`src/hdl/tvsa_pkg.sv`:
```
// package for the typed vector-scalar alu
// types, operation codes and width masks shared by all modules
`timescale 1ns / 1ps
`default_nettype none
package tvsa_pkg;

  localparam int DATA_W = 64;
  localparam int DIV_STEPS = 64;

  typedef enum logic [1:0] {
    OP_ADD = 2'd0,
    OP_SUB = 2'd1,
    OP_MUL = 2'd2,
    OP_DIV = 2'd3
  } op_t;

  typedef enum logic [1:0] {
    CFG_ETYPE  = 2'd0,
    CFG_OP     = 2'd1,
    CFG_SCALAR = 2'd2,
    CFG_NONE   = 2'd3
  } cfg_idx_t;

  typedef struct packed {
    logic              last;
    logic              dz;
    logic              is_div;
    logic              neg;
    logic [2:0]        etype;
    logic [DATA_W-1:0] res;
    logic [DATA_W-1:0] rem;
    logic [DATA_W-1:0] quo;
    logic [DATA_W-1:0] dvs;
  } tvsa_item_t;

  function automatic logic [DATA_W-1:0] width_mask(input logic [1:0] sz);
    logic [DATA_W-1:0] m;
    case (sz)
      2'd0:    m = 64'h0000_0000_0000_00ff;
      2'd1:    m = 64'h0000_0000_0000_ffff;
      2'd2:    m = 64'h0000_0000_ffff_ffff;
      default: m = 64'hffff_ffff_ffff_ffff;
    endcase
    return m;
  endfunction

endpackage
`default_nettype wire

```
`src/hdl/tvsa_div_stage.sv`:
```
// one restoring division step: one quotient bit per register stage
// depends on tvsa_pkg
`timescale 1ns / 1ps
`default_nettype none
module tvsa_div_stage (
  input  wire logic                 clk,
  input  wire logic                 rst,
  input  wire logic                 en,
  input  wire logic                 in_v,
  input  tvsa_pkg::tvsa_item_t      in_item,
  output logic                      out_v,
  output tvsa_pkg::tvsa_item_t      out_item
);
  import tvsa_pkg::*;

  logic [DATA_W:0] sh, diff;
  logic ge;
  tvsa_item_t nxt;

  always_comb begin
    sh      = {in_item.rem, in_item.quo[DATA_W-1]};
    diff    = sh - {1'b0, in_item.dvs};
    ge      = !diff[DATA_W];
    nxt     = in_item;
    nxt.rem = ge ? diff[DATA_W-1:0] : sh[DATA_W-1:0];
    nxt.quo = {in_item.quo[DATA_W-2:0], ge};
  end

  always_ff @(posedge clk) begin
    if (rst) begin
      out_v <= 1'b0;
    end else if (en) begin
      out_v <= in_v;
    end
    if (en) begin
      out_item <= nxt;
    end
  end

endmodule
`default_nettype wire

```
`config.mk`:
```
export PLATFORM = sky130hd
export DESIGN_NAME = tvsa_div_stage
export DESIGN_NICKNAME = d
export VERILOG_FILES = /design/src/hdl/tvsa_pkg.sv /design/src/hdl/tvsa_div_stage.sv
export SDC_FILE = /design/constraint.sdc
export NUM_CORES = 1
export LEC_CHECK = 0
export BUFFER_PORTS_ARGS = -buffer_cell sky130_fd_sc_hd__clkbuf_2
export CORE_AREA = 2 2 207 209
export CTS_CLUSTER_SIZE = 16
export DETAILED_ROUTE_END_ITERATION = 8
export DIE_AREA = 0 0 209 211
export PLACE_DENSITY = 0.66
export SLEW_MARGIN = 20
export SYNTH_ARGS = -nofsm -noshare
export SYNTH_HDL_FRONTEND = slang
export SYNTH_SLANG_ARGS = --single-unit
```
`constraint.sdc`:
```
create_clock -name clk -period 8.55 [get_ports clk]
set_input_delay 0.4275 -clock clk [delete_from_list [all_inputs] [get_ports clk]]
set_output_delay 0.4275 -clock clk [all_outputs]
set_load 0.01 [all_outputs]
```
==> run_results.csv <==
group,metric,value,unit
run_status,status,"finished, final reports clean",
clock_network,cts_resized,0,
synthesis,ys_seq_area_share,60.8,%
layout,layout_commonest_cell,"clkbuf_2",
layout,instances_no_fill,2252,
sta,fmax,232,MHz
sta,tightestPinTransition,1080,ps
detailed_routing,drt_wl_total,44.9,mm
synthesis,ys_ff_latch,264,
power,powerDensity,202,nW/um2
layout,final_cell_mix,"529 x clkbuf_2, 263 x edfxtp_1, 145 x dlygate4sd3_1",
clock_network,cts.sink_count,264,
global_route,grt.total_usage,19.3,%
power,p_comb_share,21.6,%
global_route,grt_pass1_vias,11034,
power,p_int,0.00272,W
floorplan,fp.dieArea,44100,um2
clock_network,worstSkewPairLatency,590,ps
synthesis,synth_cells,1005,
worst_setup_path,cp_max_fo,60,
synthesis,syn_avg_cell_area,13.0,um2
worst_setup_path,crit-reg2reg-launch,"out_v",
detailed_routing,drtIter0Drc,624,
synthesis,synthTopCellsByArea,"edfxtp_1 61%, ha_1 6.2%, mux2_1 4.7%, a21oi_1 2.9%, inv_1 2.5%",
worst_setup_path,required,8860,ps
detailed_routing,wl_per_cell,20.0,um
synthesis,yosysTopAreaCellShare,60.7,%
sta,hold_viol,0,
clock_network,clk_pin_slew,60,ps
synthesis,synth_flop_cell,"edfxtp_1",
clock_network,cts_max_level,1,
floorplan,die_x,209,um
synthesis,async_reset_ff_share,0,%
global_route,grt_max_degree,115,
job,drv_cap,0,
sta,fin_skew,0,ps
power,sw_frac_of_total,28.1,%
detailed_routing,vias,10874,
synthesis,ys_warn_count,0,
power,power.share.clock,35.4,%
synthesis,syn_area,13000,um2
detailed_routing,drcViolationCount,0,
sta,finalSetupTns,0,ps
layout,layout-drive-gt1-share,35.1,%
power,ir_worst_vdd,0.159,mV
power,switchingPower,0.00106,W
worst_hold_path,min_path_type,"in -> reg",
sta,period_share,50.4,%
power,p_total,0.00378,W
synthesis,mappedNetlistNets,1337,
power,leakagePower,8.32,nW
worst_hold_path,hold_depth,1,
clock_network,cts_buffer_depth,3,
synthesis,synth_enable_flop_cells,263,
clock_network,cts-buffers-inserted,31,
worst_hold_path,min_to,"out_item[121]",
worst_setup_path,worstSetupPathType,"in -> reg",
detailed_routing,ant_nets,0,
worst_setup_path,r2r_end,"out_v",
worst_hold_path,min_from,"in_item[120]",
placed_design,dpl.hpwl,33.7,mm
worst_setup_path,cp.arrival,4620,ps
placed_design,placed_cells,2044,
sta,slew_headroom,28.2,%
floorplan,dieHeight,211,um
power,p_seq_share,43.0,%
sta,finalSetupViolCount,0,
detailed_routing,viasPerCell,4.83,
worst_setup_path,cp-end-kind,"flip-flop",
floorplan,core.rowCount,75,
global_route,grt_overflow,0,
clock_network,cts_hold_buf,144,
floorplan,start_util,31.2,%
sta,finalCriticalPeriod,4310,ps
clock_network,root_buffer,"clkbuf_16",
clock_network,cts_tree,"done",
placed_design,numPortBuffers,530,
worst_setup_path,crit_start,"in_item[18]",
worst_setup_path,rrSetupSlack,7960,ps
detailed_routing,drtPass1Iterations,4,
layout,syn2layout_area_growth,43.8,%
sta,rsz0062_at_grt,"no",
layout,fin_nets,2015,
synthesis,synth_cell_types,75,
worst_setup_path,r2r_cells,2,
global_route,antenna_found_initial,7,
sta,slew_violations,0,
global_route,grt_pass1_wl,65.1,mm
floorplan,ios,531,
clock_network,postCtsSetupRepairBufs,0,
placed_design,gp_congestion,0.878,
floorplan,core_area,41800,um2
synthesis,yosys.area.top_type,"edfxtp_1",
worst_setup_path,setup.worst_path.start_class,"input port",
cells by family after synthesis:
group / count (synthesis) / synth area share, %
buffers and inverters: 119 / 3.84
xor gates and xnor gates: 57 / 3.84
DFF: 264 / 60.8
and+or+nand+nor: 196 / 7.50
adders and majority gates: 65 / 6.31
muxes: 64 / 5.53
AOI/OAI and AO/OA: 240 / 12.2
worst max-delay path, cell delays in order:
cell and delay [ps]:
dlygate4sd3_1 530, clkbuf_2 110, inv_1 40, ha_1 410
nand4_1 220, or4_1 570, or3_1 330, o32a_1 220
a21oi_2 200, o21ai_1 140, and2_4 210, o211a_4 290
inv_6 470, mux2_1 400
cells in the mapped netlist (all sizes together) (15+ instances only):
library cell / n
edfxtp: 263
inv: 86
a21oi: 78
ha: 64
nand2: 62
mux2: 57
nor2: 41
o21ai: 38
xnor2: 34
a21o: 32
clkbuf: 24
xor2: 23
nand4: 21
o21bai: 15
metrics by stage:
step | utilization [%] | area [um2] | worst slack (ps) | hold slack [ps]
floorplan | - | 13000 | 5030 | 500
global placement | 38.8 | 16200 | 4150 | 472
detailed placement | 38.8 | 16200 | 4070 | 492
CTS | 44.7 | 18700 | 4220 | 0.0260
global route | 44.8 | 18700 | 4010 | 1.99
finish | 44.8 | 18700 | 4240 | 43.2
power by group through the flow:
stage	clock, W	sequential, W	combinational [W]
final	0.00134	0.00163	0.000819
after global routing	0.00142	0.00164	0.000890
after CTS	0.00138	0.00163	0.000822
after detailed placement	0	0.00165	0.000761
after global placement	0	0.00165	0.000751
after floorplan	0	0.00172	0.000351
routing by layer:
layer  vias to the layer above  part of all wire [%]  global-route usage [%]
li1                       5147                     -                       -
met1                      5203                    39                    22.5
met2                       437                    49                    33.4
met3                        81                   7.3                    5.11
met4                         6                   4.2                    8.50
met5                         -                 0.089                       0
flip-flops by register name (all words and copies together), names as in the netlist:
register  cells
out_v         1
out_item    263
worst max-delay path by stage:
stage,end,slack [ps],cells after the start
2_1_floorplan,out_item[181],5030,14
3_3_place_gp,out_item[155],4150,13
3_5_place_dp,out_item[135],4070,13
4_1_cts,out_item[152],4220,14
5_1_grt,out_item[164],4010,14
6_report,out_item[165],4240,14
layout make-up:
cell class,instances,area [um2]
multi-input combinational,622,4610
timing repair buffer,678,4140
clock inverter,21,216
sequential,264,7920
inverter,86,328
antenna,5,12.5
tap,539,674
fill,3789,23000
clock buffer,37,818
Power figures use the tool's default switching activity.
